`config.mk`:
```
export PLATFORM = sky130hd
export DESIGN_NAME = circle_pixel_generator_unit_flat
export DESIGN_NICKNAME = d
export VERILOG_FILES = /design/src/rtl/core/cpg_pkg.sv /design/src/rtl/core/cpg_if.sv /design/src/rtl/core/cpg_front.sv /design/src/rtl/core/cpg_queue.sv /design/src/rtl/core/cpg_back.sv /design/src/rtl/core/circle_pixel_generator_unit.sv /design/src/flat_wrapper.sv
export SDC_FILE = /design/constraint.sdc
export NUM_CORES = 1
export LEC_CHECK = 0
export ABC_CLOCK_PERIOD_IN_PS = 6300
export BUFFER_PORTS_ARGS = -buffer_cell sky130_fd_sc_hd__buf_2
export CORE_UTILIZATION = 28
export DETAILED_ROUTE_END_ITERATION = 8
export GPL_TIMING_DRIVEN = 0
export PLACE_DENSITY = 0.45
export SYNTH_ARGS = -nofsm -noshare
export SYNTH_HDL_FRONTEND = slang
export SYNTH_SLANG_ARGS = --single-unit
```
`constraint.sdc`:
```
create_clock -name clk_i -period 6.3 [get_ports clk_i]
set_input_delay 0.945 -clock clk_i [delete_from_list [all_inputs] [get_ports clk_i]]
set_output_delay 0.945 -clock clk_i [all_outputs]
set_load 0.05 [all_outputs]
```
`src/rtl/core/cpg_pkg.sv`:
```
// ----------------------------------------------------------------------------
// cpg_pkg
// Shared types and constants for the circle pixel generator.
// ----------------------------------------------------------------------------
`default_nettype none

package cpg_pkg;

  localparam int unsigned COORD_BITS = 16;
  localparam int unsigned RADIUS_BITS = 15;
  localparam int unsigned COLOR_BITS = 16;
  localparam int unsigned DEC_BITS = 21;
  localparam int unsigned GROUP_SIZE = 8;
  localparam int unsigned IDX_BITS = $clog2(GROUP_SIZE);
  localparam int unsigned QUEUE_DEPTH = 2;
  localparam int unsigned QPTR_BITS = $clog2(QUEUE_DEPTH);
  localparam int unsigned QCNT_BITS = $clog2(QUEUE_DEPTH + 1);

  // Midpoint decision constants
  localparam logic [DEC_BITS-1:0] DEC_INIT = DEC_BITS'(3);
  localparam logic [DEC_BITS-1:0] DEC_INC_LO = DEC_BITS'(6);
  localparam logic [DEC_BITS-1:0] DEC_INC_HI = DEC_BITS'(10);

  localparam logic [IDX_BITS-1:0] IDX_LAST = IDX_BITS'(GROUP_SIZE - 1);

  typedef enum logic [0:0] {
    CMD_START   = 1'b0,
    CMD_ADVANCE = 1'b1
  } cmd_e;

  typedef logic [COORD_BITS-1:0] coord_t;
  typedef logic [COLOR_BITS-1:0] color_t;
  typedef logic [DEC_BITS-1:0] dec_t;

  typedef struct packed {
    cmd_e                   command;
    coord_t                 center_x;
    coord_t                 center_y;
    logic [RADIUS_BITS-1:0] radius;
    color_t                 pen_color;
    logic                   fill;
  } cmd_t;

  typedef struct packed {
    coord_t pixel_x;
    coord_t pixel_y;
    color_t pixel_color;
    logic   last_of_group;
    logic   figure_done;
  } pix_t;

  // One advance worth of work: offset pair plus context
  typedef struct packed {
    coord_t cx;
    coord_t cy;
    coord_t ox;
    coord_t ov;
    color_t color;
    logic   done;
  } group_t;

  typedef struct packed {
    logic full;
    logic empty;
  } queue_status_t;

endpackage

`default_nettype wire

```
`src/rtl/core/cpg_if.sv`:
```
// ----------------------------------------------------------------------------
// cpg_if
// Valid/ready channels for command items and pixel items.
// ----------------------------------------------------------------------------
`default_nettype none

interface cpg_cmd_if;
  logic          valid;
  logic          ready;
  cpg_pkg::cmd_t payload;

  modport source (output valid, output payload, input ready);
  modport sink (input valid, input payload, output ready);
endinterface

interface cpg_pix_if;
  logic          valid;
  logic          ready;
  cpg_pkg::pix_t payload;

  modport source (output valid, output payload, input ready);
  modport sink (input valid, input payload, output ready);
endinterface

`default_nettype wire

```
`src/rtl/core/cpg_front.sv`:
```
// ----------------------------------------------------------------------------
// cpg_front
// Takes command items, keeps the midpoint state, queues one group per advance of an active figure.
// ----------------------------------------------------------------------------
`default_nettype none

module cpg_front (
  input  wire                      clk_i,
  input  wire                      rst_ni,
  input  wire                      cmd_valid_i,
  input  cpg_pkg::cmd_t            cmd_i,
  output logic                     cmd_ready_o,
  input  cpg_pkg::queue_status_t   q_status_i,
  output logic                     push_o,
  output cpg_pkg::group_t          group_o
);

  cpg_pkg::coord_t ccol_q, ccol_d;
  cpg_pkg::coord_t crow_q, crow_d;
  cpg_pkg::coord_t sx_q, sx_d;
  cpg_pkg::coord_t sy_q, sy_d;
  cpg_pkg::coord_t iy_q, iy_d;
  cpg_pkg::dec_t   dec_q, dec_d;
  cpg_pkg::color_t color_q, color_d;
  logic            fill_q, fill_d;
  logic            busy_q, busy_d;

  logic                              accept;
  logic                              inner_step;
  logic [cpg_pkg::COORD_BITS:0]      x_inc;   // x + 1, unsigned
  logic signed [cpg_pkg::COORD_BITS:0]   y_dec;   // y - 1, signed
  logic signed [cpg_pkg::COORD_BITS:0]   y_new;
  logic signed [cpg_pkg::COORD_BITS+1:0] x_cmp;
  logic signed [cpg_pkg::COORD_BITS+1:0] y_cmp;
  cpg_pkg::dec_t   x4;
  cpg_pkg::dec_t   y4;
  logic            done;

  assign cmd_ready_o = !q_status_i.full;
  assign accept      = cmd_valid_i && cmd_ready_o;

  always_comb begin
    x4    = cpg_pkg::DEC_BITS'({sx_q, 2'b00});
    y4    = cpg_pkg::DEC_BITS'({sy_q, 2'b00});
    x_inc = {1'b0, sx_q} + 1'b1;
    y_dec = $signed({1'b0, sy_q} - 1'b1);
    inner_step = fill_q && (iy_q < sy_q);
    y_new = dec_q[cpg_pkg::DEC_BITS-1] ? $signed({1'b0, sy_q}) : y_dec;
    x_cmp = $signed({1'b0, x_inc});
    y_cmp = {y_new[cpg_pkg::COORD_BITS], y_new};
    done  = !inner_step && (x_cmp > y_cmp);
  end

  always_comb begin
    ccol_d  = ccol_q;
    crow_d  = crow_q;
    sx_d    = sx_q;
    sy_d    = sy_q;
    iy_d    = iy_q;
    dec_d   = dec_q;
    color_d = color_q;
    fill_d  = fill_q;
    busy_d  = busy_q;
    push_o  = 1'b0;
    if (accept) begin
      case (cmd_i.command)
        cpg_pkg::CMD_START: begin
          ccol_d  = cmd_i.center_x;
          crow_d  = cmd_i.center_y;
          color_d = cmd_i.pen_color;
          fill_d  = cmd_i.fill;
          sx_d    = '0;
          sy_d    = cpg_pkg::COORD_BITS'(cmd_i.radius);
          iy_d    = '0;
          dec_d   = cpg_pkg::DEC_INIT - cpg_pkg::DEC_BITS'({cmd_i.radius, 1'b0});
          busy_d  = 1'b1;
        end
        cpg_pkg::CMD_ADVANCE: begin
          if (busy_q) begin
            push_o = 1'b1;
            if (inner_step) begin
              iy_d = iy_q + 1'b1;
            end else begin
              if (dec_q[cpg_pkg::DEC_BITS-1]) begin
                dec_d = dec_q + x4 + cpg_pkg::DEC_INC_LO;
              end else begin
                dec_d = dec_q + x4 - y4 + cpg_pkg::DEC_INC_HI;
              end
              sx_d = x_inc[cpg_pkg::COORD_BITS-1:0];
              sy_d = y_new[cpg_pkg::COORD_BITS-1:0];
              iy_d = x_inc[cpg_pkg::COORD_BITS-1:0];
              if (done) begin
                busy_d = 1'b0;
              end
            end
          end
        end
        default: ;
      endcase
    end
  end

  always_comb begin
    group_o.cx    = ccol_q;
    group_o.cy    = crow_q;
    group_o.ox    = sx_q;
    group_o.ov    = fill_q ? iy_q : sy_q;
    group_o.color = color_q;
    group_o.done  = done;
  end

  always_ff @(posedge clk_i or negedge rst_ni) begin
    if (!rst_ni) begin
      ccol_q  <= '0;
      crow_q  <= '0;
      sx_q    <= '0;
      sy_q    <= '0;
      iy_q    <= '0;
      dec_q   <= '0;
      color_q <= '0;
      fill_q  <= 1'b0;
      busy_q  <= 1'b0;
    end else begin
      ccol_q  <= ccol_d;
      crow_q  <= crow_d;
      sx_q    <= sx_d;
      sy_q    <= sy_d;
      iy_q    <= iy_d;
      dec_q   <= dec_d;
      color_q <= color_d;
      fill_q  <= fill_d;
      busy_q  <= busy_d;
    end
  end

endmodule

`default_nettype wire

```
`src/rtl/core/cpg_queue.sv`:
```
// ----------------------------------------------------------------------------
// cpg_queue
// Short FIFO of pending groups between front and back.
// ----------------------------------------------------------------------------
`default_nettype none

module cpg_queue (
  input  wire                     clk_i,
  input  wire                     rst_ni,
  input  wire                     push_i,
  input  cpg_pkg::group_t         group_i,
  input  wire                     pop_i,
  output cpg_pkg::group_t         group_o,
  output cpg_pkg::queue_status_t  status_o
);

  cpg_pkg::group_t mem_q [cpg_pkg::QUEUE_DEPTH];
  logic [cpg_pkg::QPTR_BITS-1:0] wr_q, rd_q;
  logic [cpg_pkg::QCNT_BITS-1:0] cnt_q, cnt_d;
  logic do_push, do_pop;

  assign status_o.full  = (cnt_q == cpg_pkg::QCNT_BITS'(cpg_pkg::QUEUE_DEPTH));
  assign status_o.empty = (cnt_q == '0);
  assign do_push = push_i && !status_o.full;
  assign do_pop  = pop_i && !status_o.empty;
  assign group_o = mem_q[rd_q];

  always_comb begin
    cnt_d = cnt_q;
    case ({do_push, do_pop})
      2'b10:   cnt_d = cnt_q + 1'b1;
      2'b01:   cnt_d = cnt_q - 1'b1;
      default: cnt_d = cnt_q;
    endcase
  end

  always_ff @(posedge clk_i) begin
    if (do_push) begin
      mem_q[wr_q] <= group_i;
    end
  end

  always_ff @(posedge clk_i or negedge rst_ni) begin
    if (!rst_ni) begin
      wr_q  <= '0;
      rd_q  <= '0;
      cnt_q <= '0;
    end else begin
      cnt_q <= cnt_d;
      if (do_push) begin
        wr_q <= wr_q + 1'b1;
      end
      if (do_pop) begin
        rd_q <= rd_q + 1'b1;
      end
    end
  end

endmodule

`default_nettype wire

```
`src/rtl/core/cpg_back.sv`:
```
// ----------------------------------------------------------------------------
// cpg_back
// Expands each queued group into eight mirrored pixels, one per cycle while the sink is ready.
// ----------------------------------------------------------------------------
`default_nettype none

module cpg_back (
  input  wire                     clk_i,
  input  wire                     rst_ni,
  input  cpg_pkg::group_t         group_i,
  input  cpg_pkg::queue_status_t  q_status_i,
  output logic                    pop_o,
  output logic                    pix_valid_o,
  output cpg_pkg::pix_t           pix_o,
  input  wire                     pix_ready_i
);

  cpg_pkg::group_t               grp_q;
  logic                          grp_vld_q, grp_vld_d;
  logic [cpg_pkg::IDX_BITS-1:0]  idx_q;
  cpg_pkg::pix_t                 out_q, pix_d;
  logic                          out_vld_q, out_vld_d;
  logic                          load, grp_end;
  cpg_pkg::coord_t               a, b;

  assign load    = grp_vld_q && (!out_vld_q || pix_ready_i);
  assign grp_end = load && (idx_q == cpg_pkg::IDX_LAST);
  assign pop_o   = (!grp_vld_q || grp_end) && !q_status_i.empty;

  // idx bit 2 swaps the pair, bit 0 negates the column term, bit 1 the row term
  always_comb begin
    a = idx_q[2] ? grp_q.ov : grp_q.ox;
    b = idx_q[2] ? grp_q.ox : grp_q.ov;
    pix_d.pixel_x       = idx_q[0] ? (grp_q.cx - a) : (grp_q.cx + a);
    pix_d.pixel_y       = idx_q[1] ? (grp_q.cy - b) : (grp_q.cy + b);
    pix_d.pixel_color   = grp_q.color;
    pix_d.last_of_group = (idx_q == cpg_pkg::IDX_LAST);
    pix_d.figure_done   = grp_q.done && (idx_q == cpg_pkg::IDX_LAST);
  end

  always_comb begin
    grp_vld_d = grp_vld_q;
    if (pop_o) begin
      grp_vld_d = 1'b1;
    end else if (grp_end) begin
      grp_vld_d = 1'b0;
    end
    out_vld_d = out_vld_q;
    if (load) begin
      out_vld_d = 1'b1;
    end else if (pix_ready_i) begin
      out_vld_d = 1'b0;
    end
  end

  always_ff @(posedge clk_i) begin
    if (pop_o) begin
      grp_q <= group_i;
    end
    if (load) begin
      out_q <= pix_d;
    end
  end

  always_ff @(posedge clk_i or negedge rst_ni) begin
    if (!rst_ni) begin
      grp_vld_q <= 1'b0;
      out_vld_q <= 1'b0;
      idx_q     <= '0;
    end else begin
      grp_vld_q <= grp_vld_d;
      out_vld_q <= out_vld_d;
      if (load) begin
        idx_q <= idx_q + 1'b1;
      end
    end
  end

  assign pix_valid_o = out_vld_q;
  assign pix_o       = out_q;

endmodule

`default_nettype wire

```
`src/rtl/core/circle_pixel_generator_unit.sv`:
```
// ----------------------------------------------------------------------------
// circle_pixel_generator_unit
// Midpoint circle rasterizer with eight-way symmetry.
// ----------------------------------------------------------------------------
// A start item latches center, color and fill mode and primes the midpoint
// decision with 3 - 2r; it produces no pixel. Each advance item while a figure
// is active produces eight pixel items in the fixed mirror order
// (+x,+v) (-x,+v) (+x,-v) (-x,-v) (+v,+x) (-v,+x) (+v,-x) (-v,-x), with
// last_of_group on the eighth and figure_done on the eighth pixel of the final
// advance. In fill mode v sweeps from x up to y over successive advances
// before x moves. Advances while idle are dropped silently. Coordinates wrap
// modulo 2^16. Throughput: the pixel port emits one item per cycle while the
// sink is ready; command items are taken one per cycle until the two-entry
// group queue fills, and start items never wait on the pixel side unless that
// queue is full. With the back idle and the queue empty, the first pixel of an
// advance passes through the group queue, the back's group register and its
// output register before it is valid.
// ----------------------------------------------------------------------------
`default_nettype none

module circle_pixel_generator_unit (
  input  wire            clk_i,
  input  wire            rst_ni,
  cpg_cmd_if.sink        cmd_i,
  cpg_pix_if.source      pix_o
);

  cpg_pkg::group_t        front_group;
  cpg_pkg::group_t        queue_group;
  cpg_pkg::queue_status_t q_status;
  logic                   push;
  logic                   pop;

  // Front: command decode and midpoint state update, one item per cycle while the queue is not full
  cpg_front u_front (
    .clk_i       (clk_i),
    .rst_ni      (rst_ni),
    .cmd_valid_i (cmd_i.valid),
    .cmd_i       (cmd_i.payload),
    .cmd_ready_o (cmd_i.ready),
    .q_status_i  (q_status),
    .push_o      (push),
    .group_o     (front_group)
  );

  // Queue of offset pairs waiting for expansion
  cpg_queue u_queue (
    .clk_i    (clk_i),
    .rst_ni   (rst_ni),
    .push_i   (push),
    .group_i  (front_group),
    .pop_i    (pop),
    .group_o  (queue_group),
    .status_o (q_status)
  );

  // Back: eight-way mirror, registered pixel output
  cpg_back u_back (
    .clk_i       (clk_i),
    .rst_ni      (rst_ni),
    .group_i     (queue_group),
    .q_status_i  (q_status),
    .pop_o       (pop),
    .pix_valid_o (pix_o.valid),
    .pix_o       (pix_o.payload),
    .pix_ready_i (pix_o.ready)
  );

  // A group only enters when the queue has room
  assert property (@(posedge clk_i) disable iff (!rst_ni) push |-> !q_status.full)
    else $error("group pushed into full queue");

  // figure_done only ever marks the closing pixel of a group
  assert property (@(posedge clk_i) disable iff (!rst_ni)
      pix_o.valid && pix_o.payload.figure_done |-> pix_o.payload.last_of_group)
    else $error("figure_done outside group end");

  // An idle queue with no pending pop keeps the back from inventing work
  assert property (@(posedge clk_i) disable iff (!rst_ni)
      pop |-> !q_status.empty)
    else $error("pop from empty queue");

endmodule

`default_nettype wire

```
`src/flat_wrapper.sv`:
```
// flat-port wrapper written by rule: the top's interface ports become plain ports
module circle_pixel_generator_unit_flat 
  (clk_i, rst_ni, cmd_i_valid, cmd_i_payload, cmd_i_ready, pix_o_valid, pix_o_payload, pix_o_ready);
  cpg_cmd_if cmd_i_i ();
  cpg_pix_if pix_o_i ();
  input  wire clk_i;
  input  wire rst_ni;
  input wire logic [$bits(cmd_i_i.valid)-1:0] cmd_i_valid;
  input wire logic [$bits(cmd_i_i.payload)-1:0] cmd_i_payload;
  output wire logic [$bits(cmd_i_i.ready)-1:0] cmd_i_ready;
  output wire logic [$bits(pix_o_i.valid)-1:0] pix_o_valid;
  output wire logic [$bits(pix_o_i.payload)-1:0] pix_o_payload;
  input wire logic [$bits(pix_o_i.ready)-1:0] pix_o_ready;
  assign cmd_i_i.valid = cmd_i_valid;
  assign cmd_i_i.payload = cmd_i_payload;
  assign cmd_i_ready = cmd_i_i.ready;
  assign pix_o_valid = pix_o_i.valid;
  assign pix_o_payload = pix_o_i.payload;
  assign pix_o_i.ready = pix_o_ready;
  circle_pixel_generator_unit u_core (.clk_i(clk_i), .rst_ni(rst_ni), .cmd_i(cmd_i_i), .pix_o(pix_o_i));
endmodule
```
==> impl_results.md, run 1 <==
* First-pass detailed-route iteration total at 7
* Root buf cell: sky130_fd_sc_hd__clkbuf_16
* Residual antenna-violating net count after detailed routing at 0
* Buffering stage count on the worst path with inverters included at 6
* Max Root-Sink Buffers at 3
* Sequential element share of the synthesized area at 0.545
* Combined area of all synthesized cells at 22000 um^2
* Max-cap violation count at 0
* Top achievable clock speed at 169 MHz
* Utilization of the core after routing at 0.331
* WP depth at 20
* Worst slack after detailed placement at 101 ps
* Share of final-layout standard cells stronger than drive strength 1 at 0.154
* Share of the clock period used by the worst path after layout at 0.938
* Crit path max fanout at 10
* Width of the die at 282 um
* Worst path max stage delay at 480 ps
* Post-detailed-routing wire length at 58.9 mm
* Final layout net count at 2305
* Post-route worst setup slack at 388 ps
* Cells on worst reg2reg path at 20
* Syn avg cell area at 11.4 um^2
* Number of antenna violations at the first check in global routing at 1
* Final critical delay including setup and external delays at 5910 ps
* #FFs+latches synth at 420
* Run status: complete, no violations
* Final global-route overflow total at 0
* EDFF count, synth at 293
* Data arrival time of the worst path at 6220 ps
* Startpoint kind of the worst setup timing path: register
* Wire length of the first global-routing pass at 89.5 mm
* CTS sink count at 420
* Power after layout at 15.1 mW
* Final GP Congestion at 0.865
* Cell area power density at 589 nW/um^2
* Complex-gate fraction of the synthesized area at 0.117
* Vias in the first global route at 15500
* Final count of hold timing violations at 0
* Critical setup path kind: reg2reg
* Die height at 282 um
* Most frequent cell on the critical path: sky130_fd_sc_hd__buf_2
* Combinational family with the most area after synthesis: simple AND/OR/NAND/NOR gates
* Synth Warn # at 0
* Worst path required time at 6610 ps
* Area share of the largest cell type after synthesis at 0.401
* Global routing usage summed across all routing layers at 0.147
* Number of hold buffers added after cts at 0
* Initial core utilization at 0.283
* Critical path endpoint category: register
* Die area at 79600 um^2
* Worst-skew pair later-pin latency at 580 ps
* Maximum number of pins on one net before global-route repair at 82
* H-Tree Level Count at 2
* Xor-xnor portion of the synthesized cell area at 0.0597
* Leakage power total at 9.97 nW
* Actual transition at the worst max-transition pin at 975 ps
* Number of diodes at 0
* Reg-to-reg slack, setup at 390 ps
* Setup repair after global routing missed its margin: no
* Most used flip-flop cell after synthesis: sky130_fd_sc_hd__edfxtp_1
* Placement Rows at 102
* Top delay family on crit path: compound AO/OA/AOI/OAI gates
* Mean routed wirelength per cell at 18.5 um
* Yosys cell types at 81
* Simple-gate share of the synthesized area at 0.124
* Worst clock skew on the final layout at 24.7 ps
* Top cells by area in the synthesized netlist: sky130_fd_sc_hd__edfxtp_1 40%, sky130_fd_sc_hd__dfrtp_1 14%, sky130_fd_sc_hd__ha_1 6.9%
* Total core area at 77600 um^2
* IR drop worst, VDD at 427 uV
* Multiplexer fraction of the synthesized cell area at 0.0587
* Endpoints failing setup at 0
* Post-synthesis async set-or-reset flop share at 0.302
* Drc violations at 0
* Post-synthesis share of cell area spent on full adders, half adders and majority gates at 0.0722
* Post-Synthesis Cells at 1934
* Number of buffers created by CTS at 47
* Area growth from synthesis to final layout at 16.8%
* Number of I/O pins at 121
* Clock-pin slew of the registers on the worst-case setup and hold paths at 60 ps
* Count of buffers inserted at the top-level ports at 119
* Worst-path cell with the longest stage delay: sky130_fd_sc_hd__a2111oi_0
* Clock tree from TritonCTS: yes
* Worst max-slew margin expressed relative to the limit at 0.348
* Net count of the mapped netlist at 2128
* Type of the worst min-delay path: in2async
* Chain of cells forming the critical path: buf_2 > buf_2 > buf_2 > buf_2 > clkbuf_1 > buf_2 > mux2i_1 > ha_1 > o21ai_1 > ha_1 > nor2b_1 > o21a_1 > o21a_1 > or2_1 > o31a_1 > a2111oi_0 > or3_1 > o2111ai_1 > a21oi_1 > xnor2_1
* Cell taking the most area after synthesis: sky130_fd_sc_hd__edfxtp_1
* Routed via count divided by cell count at 4.77
* Total via count in the routed design at 15200
* Pins Over Slew Limit at 0
* Number of DRC markers after the initial detailed-route iteration at 852
* DPL Wire Length at 44.1 mm
cell families (layout without fill, tap and decap cells):
logic type / after synthesis / after routing
XOR/XNOR: 145 / 145
multiplexers: 118 / 118
adder cells (fa/ha/maj): 125 / 125
AO/OA/AOI/OAI: 413 / 413
AND/OR/NAND/NOR: 580 / 580
buffers and inverters: 133 / 347
flip-flops: 420 / 420
power breakdown:
| group | total, mW | internal, mW | leakage, nW | switching (mW) |
|---|---|---|---|---|
| logic | 7.80 | 3.02 | 4.90 | 4.78 |
| registers | 4.52 | 4.04 | 4.31 | 0.479 |
| clock network | 2.79 | 1.65 | 0.761 | 1.14 |
placed cells by master, fill, tap and decap left out, types with 11 or more instances in the layout:
cell                        synthesis  routed
sky130_fd_sc_hd__a21o_1            21      21
sky130_fd_sc_hd__a21oi_1          103     102
sky130_fd_sc_hd__and3_1            24      23
sky130_fd_sc_hd__buf_2             10     128
sky130_fd_sc_hd__clkbuf_1          56      68
sky130_fd_sc_hd__clkbuf_16          0      47
sky130_fd_sc_hd__dfrtp_1          127     127
sky130_fd_sc_hd__edfxtp_1         293     293
sky130_fd_sc_hd__ha_1             122     122
sky130_fd_sc_hd__inv_1             60      59
sky130_fd_sc_hd__mux2_2            87      87
sky130_fd_sc_hd__mux2i_1           31      31
sky130_fd_sc_hd__nand2_1          262     262
sky130_fd_sc_hd__nand2b_1          15      15
sky130_fd_sc_hd__nand3_1           37      37
sky130_fd_sc_hd__nor2_1           103     102
sky130_fd_sc_hd__nor2b_1           17      17
sky130_fd_sc_hd__nor3_1            48      48
sky130_fd_sc_hd__nor3b_1           15      15
sky130_fd_sc_hd__o211ai_1          14      14
sky130_fd_sc_hd__o21a_1            21      21
sky130_fd_sc_hd__o21ai_0          138     137
sky130_fd_sc_hd__o21bai_1          14      14
sky130_fd_sc_hd__o22ai_1           11      11
sky130_fd_sc_hd__o31ai_1           11      11
sky130_fd_sc_hd__or3_1             12      12
sky130_fd_sc_hd__xnor2_1           92      92
sky130_fd_sc_hd__xor2_1            49      49
layout make-up:
class,count,area (um^2)
Fill cell,7905,51900
Sequential cell,420,12000
Multi-Input combinational cell,1381,9500
Tap cell,1040,1300
Clock buffer,64,1290
Timing Repair Buffer,128,812
Buffer,72,284
Clock inverter,22,262
Inverter,61,229
state kept, by name, summed over array words and instances, names as in the netlist, 2 cells and up:
signal / cells
u_core.u_queue.cnt_q: 2
u_core.u_front.sx_q: 16
u_core.u_front.crow_q: 16
u_core.u_front.dec_q: 20
u_core.u_back.idx_q: 3
u_core.u_back.pix_o: 50
u_core.u_front.iy_q: 16
u_core.u_front.ccol_q: 16
u_core.u_back.grp_q: 81
u_core.u_queue.mem_q: 162
u_core.u_front.color_q: 16
u_core.u_front.sy_q: 16
routing by layer:
metal	wire length, um	track usage	part of all wire
met1	27000	0.195	0.46
met2	28600	0.253	0.48
met3	2250	0.0188	0.038
met4	1140	0.0358	0.019
met5	0	0	0
repair_timing:
item / CTS / global route
hold endpoints to repair: 0 / 0
setup endpoints to repair: 0 / 5
setup buffers: 0 / 0
resized for setup: 0 / 2
per-stage QoR:
step | instance area, um^2 | std cells | hold slack (ps) | setup TNS, ps
2_1_floorplan | 22000 | 1934 | 400 | 0
3_3_place_gp | 23900 | 3093 | 400 | -323600
3_5_place_dp | 24100 | 3102 | 405 | 0
4_1_cts | 25700 | 3188 | 335 | 0
5_1_grt | 25700 | 3188 | 335 | 0
6_report | 25700 | 3188 | 327 | 0
worst paths after layout:
kind	start	to
min reg2reg	u_core.u_back.grp_q[16]	u_core.u_back.pix_o[17]
min	rst_ni	u_core.u_front.ccol_q[5]
max	u_core.u_back.idx_q[2]	u_core.u_back.pix_o[49]
max reg2reg	u_core.u_back.idx_q[2]	u_core.u_back.pix_o[49]
max in group asynchronous	rst_ni	u_core.u_front.dec_q[12]
min in group clk_i	u_core.u_back.grp_q[16]	u_core.u_back.pix_o[17]
cells in the mapped netlist, drive strengths merged, types with 15 or more instances:
master,n
a21o,21
a21oi,103
and3,25
buf,16
clkbuf,56
dfrtp,127
edfxtp,293
ha,122
inv,60
mux2,87
mux2i,31
nand2,263
nand2b,15
nand3,37
nor2,104
nor2b,18
nor3,54
nor3b,15
o21a,21
o21ai,145
xnor2,93
xor2,52
(Power assumes the default switching activity.)
==> inputs of run 2 (changes only) <==
--- a/config.mk
+++ b/config.mk
@@ -8,6 +8,7 @@
 export ABC_CLOCK_PERIOD_IN_PS = 6300
 export BUFFER_PORTS_ARGS = -buffer_cell sky130_fd_sc_hd__buf_2
 export CORE_UTILIZATION = 28
+export CTS_BUF_LIST = sky130_fd_sc_hd__clkbuf_16
 export DETAILED_ROUTE_END_ITERATION = 8
 export GPL_TIMING_DRIVEN = 0
 export PLACE_DENSITY = 0.45
==> impl_results.md, run 2 (synthesis results as in run 1) <==
* Run status: complete, no violations (unchanged)
* Top delay family on crit path: compound AO/OA/AOI/OAI gates (unchanged)
* Final GP Congestion at 0.865 (unchanged)
* Placement Rows at 102 (unchanged)
* Final critical delay including setup and external delays at 5910 ps (about the same)
* Residual antenna-violating net count after detailed routing at 0 (unchanged)
* Worst path max stage delay at 480 ps (about the same)
* Max-cap violation count at 0 (unchanged)
* Grt met1 use at 0.195 (about the same)
* Clock tree from TritonCTS: yes (unchanged)
* Register containing the most flip-flops in the final layout: u_core.u_queue.mem_q (unchanged)
* Number of I/O pins at 121 (unchanged)
* Actual transition at the worst max-transition pin at 970 ps (was 975 ps)
* Crit path max fanout at 10 (unchanged)
* Post-route worst setup slack at 390 ps (was 388 ps)
* Worst slack after detailed placement at 101 ps (unchanged)
* Vias in the first global route at 15500 (about the same)
* Routed via count divided by cell count at 4.77 (about the same)
* Cells on worst reg2reg path at 20 (unchanged)
* H-Tree Level Count at 2 (unchanged)
* Final hold slack at 326 ps (was 327 ps)
* IR drop worst, VDD at 428 uV (was 427 uV)
* Flip-flop count of the largest register after layout at 162 (unchanged)
* Mean routed wirelength per cell at 18.4 um (was 18.5 um)
* Buffering stage count on the worst path with inverters included at 6 (unchanged)
* Worst-skew pair later-pin latency at 580 ps (about the same)
* Number of buffers created by CTS at 47 (unchanged)
* Endpoints failing setup at 0 (unchanged)
* Critical register-to-register path endpoint: u_core.u_back.pix_o[49] (unchanged)
* Top achievable clock speed at 169 MHz (about the same)
* Wire length of the first global-routing pass at 89.5 mm (about the same)
* Commonest cells after routing, fill and taps aside: 293 x sky130_fd_sc_hd__edfxtp_1, 262 x sky130_fd_sc_hd__nand2_1, 137 x sky130_fd_sc_hd__o21ai_0 (unchanged)
* Worst path required time at 6610 ps (about the same)
* Share of the clock period used by the worst path after layout at 0.938 (about the same)
* Cell area power density at 587 nW/um^2 (was 589 nW/um^2)
* Die area at 79600 um^2 (unchanged)
* DPL Wire Length at 44.1 mm (unchanged)
* Setup repair after global routing missed its margin: no (unchanged)
* Data arrival time of the worst path at 6220 ps (about the same)
* GRT Max-Usage Layer: met2 (unchanged)
* Width of the die at 282 um (unchanged)
* Critical setup path kind: reg2reg (unchanged)
* Leakage power total at 9.99 nW (was 9.97 nW)
* Worst-path cell with the longest stage delay: sky130_fd_sc_hd__a2111oi_0 (unchanged)
* Final global-route overflow total at 0 (unchanged)
* Max Root-Sink Buffers at 3 (unchanged)
* Most frequent cell on the critical path: sky130_fd_sc_hd__buf_2 (unchanged)
* Area growth from synthesis to final layout at 16.6% (was 16.8%)
* Type of the worst min-delay path: in2async (unchanged)
* Launch instance of the worst register-to-register path: u_core.u_back.idx_q[2] (unchanged)
* Root buf cell: sky130_fd_sc_hd__clkbuf_16 (unchanged)
* Number of antenna violations at the first check in global routing at 1 (unchanged)
* Total core area at 77600 um^2 (unchanged)
* Met3 GRT Util at 0.0188 (unchanged)
* Met2 routing resource usage after global routing at 0.253 (about the same)
* Number of hold buffers added after cts at 0 (unchanged)
* Post-detailed-routing wire length at 58.8 mm (was 58.9 mm)
* Leading cell type in the layout, fill and taps excluded: sky130_fd_sc_hd__edfxtp_1 (unchanged)
* Area taken by multi-input logic gates at 9500 um^2 (unchanged)
* CTS sink count at 420 (unchanged)
* Global routing usage summed across all routing layers at 0.147 (about the same)
* Total via count in the routed design at 15200 (about the same)
* Critical path endpoint category: register (unchanged)
* FF/Latch Area at 12000 um^2 (unchanged)
* Worst clock skew on the final layout at 25.9 ps (was 24.7 ps)
* Die height at 282 um (unchanged)
* Initial core utilization at 0.283 (unchanged)
* Count of buffers inserted at the top-level ports at 119 (unchanged)
* First-pass detailed-route iteration total at 5 (was 7)
* Number of diodes at 0 (unchanged)
* Pins Over Slew Limit at 0 (unchanged)
* Drc violations at 0 (unchanged)
* Final-layout fill cell count at 7910 (was 7905)
* Share of final-layout standard cells stronger than drive strength 1 at 0.151 (was 0.154)
* Final layout net count at 2305 (unchanged)
* Maximum number of pins on one net before global-route repair at 82 (unchanged)
* Chain of cells forming the critical path: buf_2 > buf_2 > buf_2 > buf_2 > clkbuf_1 > buf_2 > mux2i_1 > ha_1 > o21ai_1 > ha_1 > nor2b_1 > o21a_1 > o21a_1 > or2_1 > o31a_1 > a2111oi_0 > or3_1 > o2111ai_1 > a21oi_1 > xnor2_1 (unchanged)
* Clock-pin slew of the registers on the worst-case setup and hold paths at 60 ps (about the same)
* Startpoint kind of the worst setup timing path: register (unchanged)
* Worst max-slew margin expressed relative to the limit at 0.351 (was 0.348)
* Reg-to-reg slack, setup at 390 ps (about the same)
* Utilization of the core after routing at 0.330 (was 0.331)
* Final count of hold timing violations at 0 (unchanged)
* Number of DRC markers after the initial detailed-route iteration at 831 (was 852)
## run 2: cell types whose count changed in the layout (fill, tap and decap cells not counted)
| cell | delta |
|---|---|
| sky130_fd_sc_hd__clkbuf_1 | -12 |
| sky130_fd_sc_hd__clkbuf_8 | -5 |
| sky130_fd_sc_hd__clkinv_1 | +5 |
| sky130_fd_sc_hd__inv_1 | +12 |
## run 2: layer usage
metal | share of wire | vias to the layer above | wire length, um
li1 | - | 7405 | -
met1 | 0.46 | 7412 | 27000
met2 | 0.48 | 312 | 28500
met3 | 0.037 | 66 | 2160
met4 | 0.020 | 0 | 1150
met5 | 0 | - | 0
## run 2: cell type report
cell class,count,area share
inverter,61,0.00894
tap,1040,0.0508
clock buffer,47,0.0459
sequential,420,0.468
timing repair buffer,128,0.0317
multi-input combinational,1381,0.371
clock inverter,39,0.0127
buffer,72,0.0111
## run 2: how the worst max path moves through the flow
stage,from,end,cells after the start
floorplan,cmd_i_payload[64],u_core.u_queue.mem_q[0][0],6
global placement,cmd_i_payload[64],u_core.u_queue.mem_q[0][70],6
detailed placement,u_core.u_back.idx_q[2],u_core.u_back.pix_o[49],20
CTS,u_core.u_back.idx_q[2],u_core.u_back.pix_o[49],20
global route,u_core.u_back.idx_q[2],u_core.u_back.pix_o[49],20
finish,u_core.u_back.idx_q[2],u_core.u_back.pix_o[49],20
## run 2: power by group
group	switching (mW)	internal, mW	leakage, nW
Sequential	0.477	4.04	4.31
Combinational	4.77	3.02	4.90
Clock	1.15	1.57	0.782
## run 2: metrics by stage
stage | cells | instance area (um^2) | total power [mW] | setup TNS (ps)
5_1_grt | 3188 | 25600 | 16.2 | 0
6_report | 3188 | 25600 | 15.0 | 0
2_1_floorplan | 1934 | 22000 | 10.3 | 0
3_3_place_gp | 3093 | 23900 | 12.2 | -323600
3_5_place_dp | 3102 | 24100 | 12.4 | 0
4_1_cts | 3188 | 25600 | 15.2 | 0
## run 2: repair_timing
action | 4_1_cts | 5_1_grt
endpoints found under the setup margin | 0 | 5
gates resized for setup | 0 | 2
buffers inserted | 0 | 0
endpoints found under the hold margin | 0 | 0
==> inputs of run 3 (changes only) <==
--- a/config.mk
+++ b/config.mk
@@ -11,7 +11,7 @@
 export CTS_BUF_LIST = sky130_fd_sc_hd__clkbuf_16
 export DETAILED_ROUTE_END_ITERATION = 8
 export GPL_TIMING_DRIVEN = 0
-export PLACE_DENSITY = 0.45
+export PLACE_DENSITY = 0.41
 export SYNTH_ARGS = -nofsm -noshare
 export SYNTH_HDL_FRONTEND = slang
 export SYNTH_SLANG_ARGS = --single-unit
==> impl_results.md, run 3 (synthesis results as in run 1) <==
* Reg-to-reg slack, setup at 500 ps (was 390 ps)
* Cell area power density at 584 nW/um^2 (was 587 nW/um^2)
* Clock tree from TritonCTS: yes (unchanged)
* Endpoints failing setup at 0 (unchanged)
* Actual transition at the worst max-transition pin at 895 ps (was 970 ps)
* Worst max-slew margin expressed relative to the limit at 0.398 (was 0.351)
* Commonest cells after routing, fill and taps aside: 293 x sky130_fd_sc_hd__edfxtp_1, 262 x sky130_fd_sc_hd__nand2_1, 137 x sky130_fd_sc_hd__o21ai_0 (unchanged)
* WP depth at 20 (unchanged)
* Most frequent cell on the critical path: sky130_fd_sc_hd__buf_2 (unchanged)
* Power after layout at 14.9 mW (was 15.0 mW)
* Mean routed wirelength per cell at 18.9 um (was 18.4 um)
* Data arrival time of the worst path at 6120 ps (was 6220 ps)
* Count of buffers inserted at the top-level ports at 119 (unchanged)
* Vias in the first global route at 15200 (was 15500)
* Final hold slack at 257 ps (was 326 ps)
* Setup repair after global routing missed its margin: no (unchanged)
* Flip-flop count of the largest register after layout at 162 (unchanged)
* Area growth from synthesis to final layout at 16.5% (was 16.6%)
* Share of the clock period used by the worst path after layout at 0.920 (was 0.938)
* Worst path required time at 6620 ps (was 6610 ps)
* Register containing the most flip-flops in the final layout: u_core.u_queue.mem_q (unchanged)
* Residual antenna-violating net count after detailed routing at 0 (unchanged)
* Number of antenna violations at the first check in global routing at 1 (unchanged)
* Placement Rows at 102 (unchanged)
* Die area at 79600 um^2 (unchanged)
* Final-layout fill cell count at 7945 (was 7910)
* Area taken by multi-input logic gates at 9510 um^2 (was 9500 um^2)
* Run status: complete, no violations (unchanged)
* Max Root-Sink Buffers at 3 (unchanged)
* Final layout net count at 2306 (was 2305)
* Worst clock skew on the final layout at 27.7 ps (was 25.9 ps)
* Width of the die at 282 um (unchanged)
* Number of I/O pins at 121 (unchanged)
* Post-detailed-routing wire length at 60.4 mm (was 58.8 mm)
* Top delay family on crit path: buffers and inverters (was compound AO/OA/AOI/OAI gates)
* Final count of hold timing violations at 0 (unchanged)
* Critical register-to-register path endpoint: u_core.u_back.pix_o[49] (unchanged)
* Max-cap violation count at 0 (unchanged)
* Critical setup path kind: reg2reg (unchanged)
* Top achievable clock speed at 172 MHz (was 169 MHz)
* Leakage power total at 9.98 nW (was 9.99 nW)
* FF/Latch Area at 12000 um^2 (unchanged)
* IR drop worst, VDD at 482 uV (was 428 uV)
* Pins Over Slew Limit at 0 (unchanged)
* Critical path endpoint category: register (unchanged)
* DPL Wire Length at 44.9 mm (was 44.1 mm)
* Drc violations at 0 (unchanged)
* Clock-pin slew of the registers on the worst-case setup and hold paths at 60 ps (about the same)
* Type of the worst min-delay path: in2async (unchanged)
* Number of buffers created by CTS at 48 (was 47)
* Launch instance of the worst register-to-register path: u_core.u_back.idx_q[2] (unchanged)
* Share of final-layout standard cells stronger than drive strength 1 at 0.154 (was 0.151)
* Final global-route overflow total at 0 (unchanged)
* Total cell area at the placement stage at 24100 um^2 (about the same)
* Buffering stage count on the worst path with inverters included at 6 (unchanged)
* Crit path max fanout at 10 (unchanged)
* Total core area at 77600 um^2 (unchanged)
* Wire length of the first global-routing pass at 91.4 mm (was 89.5 mm)
* Final critical delay including setup and external delays at 5800 ps (was 5910 ps)
* Worst-path cell with the longest stage delay: sky130_fd_sc_hd__a2111oi_0 (unchanged)
* Leading cell type in the layout, fill and taps excluded: sky130_fd_sc_hd__edfxtp_1 (unchanged)
* Post-route design area at 25600 um^2 (about the same)
* First-pass detailed-route iteration total at 5 (unchanged)
* Cells on worst reg2reg path at 20 (unchanged)
* Number of DRC markers after the initial detailed-route iteration at 839 (was 831)
* CTS sink count at 420 (unchanged)
* Total via count in the routed design at 15100 (was 15200)
* Maximum number of pins on one net before global-route repair at 83 (was 82)
* Global routing usage summed across all routing layers at 0.152 (was 0.147)
* Number of hold buffers added after cts at 0 (unchanged)
* Root buf cell: sky130_fd_sc_hd__clkbuf_16 (unchanged)
* Routed via count divided by cell count at 4.74 (was 4.77)
* Worst-skew pair later-pin latency at 600 ps (was 580 ps)
* Startpoint kind of the worst setup timing path: register (unchanged)
* Die height at 282 um (unchanged)
* Initial core utilization at 0.283 (unchanged)
* Final GP Congestion at 0.848 (was 0.865)
* Worst path max stage delay at 470 ps (was 480 ps)
* H-Tree Level Count at 2 (unchanged)
* Chain of cells forming the critical path: buf_2 > buf_2 > buf_2 > buf_2 > clkbuf_1 > buf_2 > mux2i_1 > ha_1 > o21ai_2 > ha_1 > nor2b_1 > o21a_1 > o21a_1 > or2_1 > o31a_1 > a2111oi_0 > or3_1 > o2111ai_1 > a21oi_1 > xnor2_1 (was buf_2 > buf_2 > buf_2 > buf_2 > clkbuf_1 > buf_2 > mux2i_1 > ha_1 > o21ai_1 > ha_1 > nor2b_1 > o21a_1 > o21a_1 > or2_1 > o31a_1 > a2111oi_0 > or3_1 > o2111ai_1 > a21oi_1 > xnor2_1)
==> run 3: cell types whose count changed in the layout (fill, tap and decap cells not counted), moves of 2 or more <==
cell / previous run / this run
sky130_fd_sc_hd__bufinv_16: 5 / 1
sky130_fd_sc_hd__clkinv_1: 9 / 6
sky130_fd_sc_hd__clkinv_4: 0 / 4
sky130_fd_sc_hd__clkinvlp_4: 2 / 4
sky130_fd_sc_hd__inv_1: 71 / 73
sky130_fd_sc_hd__inv_6: 1 / 3
==> run 3: layout make-up <==
type,count,area share
sequential,420,0.468
tap,1040,0.0509
antenna,1,0.0000978
clock buffer,48,0.0469
inverter,61,0.00895
clock inverter,42,0.0107
multi-input combinational,1381,0.371
timing repair buffer,128,0.0319
buffer,72,0.0111
==> run 3: how the worst max path moves through the flow <==
stage / startpoint / end / slack, ps
floorplan: cmd_i_payload[64] / u_core.u_queue.mem_q[0][0] / 560
global placement: cmd_i_payload[64] / u_core.u_queue.mem_q[0][65] / -3200
detailed placement: u_core.u_back.idx_q[2] / u_core.u_back.pix_o[49] / -20
CTS: u_core.u_back.idx_q[2] / u_core.u_back.pix_o[33] / 220
global route: u_core.u_back.idx_q[2] / u_core.u_back.pix_o[48] / 50
finish: u_core.u_back.idx_q[2] / u_core.u_back.pix_o[49] / 500
==> run 3: where the power goes <==
part / leakage, nW / internal (mW) / switching, mW / total, mW
sequential: 4.31 / 4.04 / 0.482 / 4.52
combinational: 4.90 / 3.02 / 4.77 / 7.78
clock: 0.769 / 1.44 / 1.19 / 2.64
total: 9.98 / 8.50 / 6.44 / 14.9
==> run 3: layer usage <==
metal	global-route usage	share of wire	up-vias
li1	-	-	7420
met1	0.196	0.45	7402
met2	0.263	0.49	248
met3	0.0201	0.035	76
met4	0.0456	0.024	0
met5	0	0	-
==> run 3: timing repair <==
action,4_1_cts,5_1_grt
pin swaps,0,0
resized for setup,1,2
setup endpoints to repair,2,4
setup buffers,0,0
==> run 3: stage by stage <==
step | setup slack [ps] | util | setup TNS, ps | std cells
after floorplan | 560 | - | 0 | 1934
after detailed placement | -24.0 | 0.311 | -24.0 | 3102
after global routing | 46.0 | 0.330 | 0 | 3192
after global placement | -3200 | 0.308 | -336710 | 3093
final | 501 | 0.330 | 0 | 3193
after CTS | 219 | 0.330 | 0 | 3192
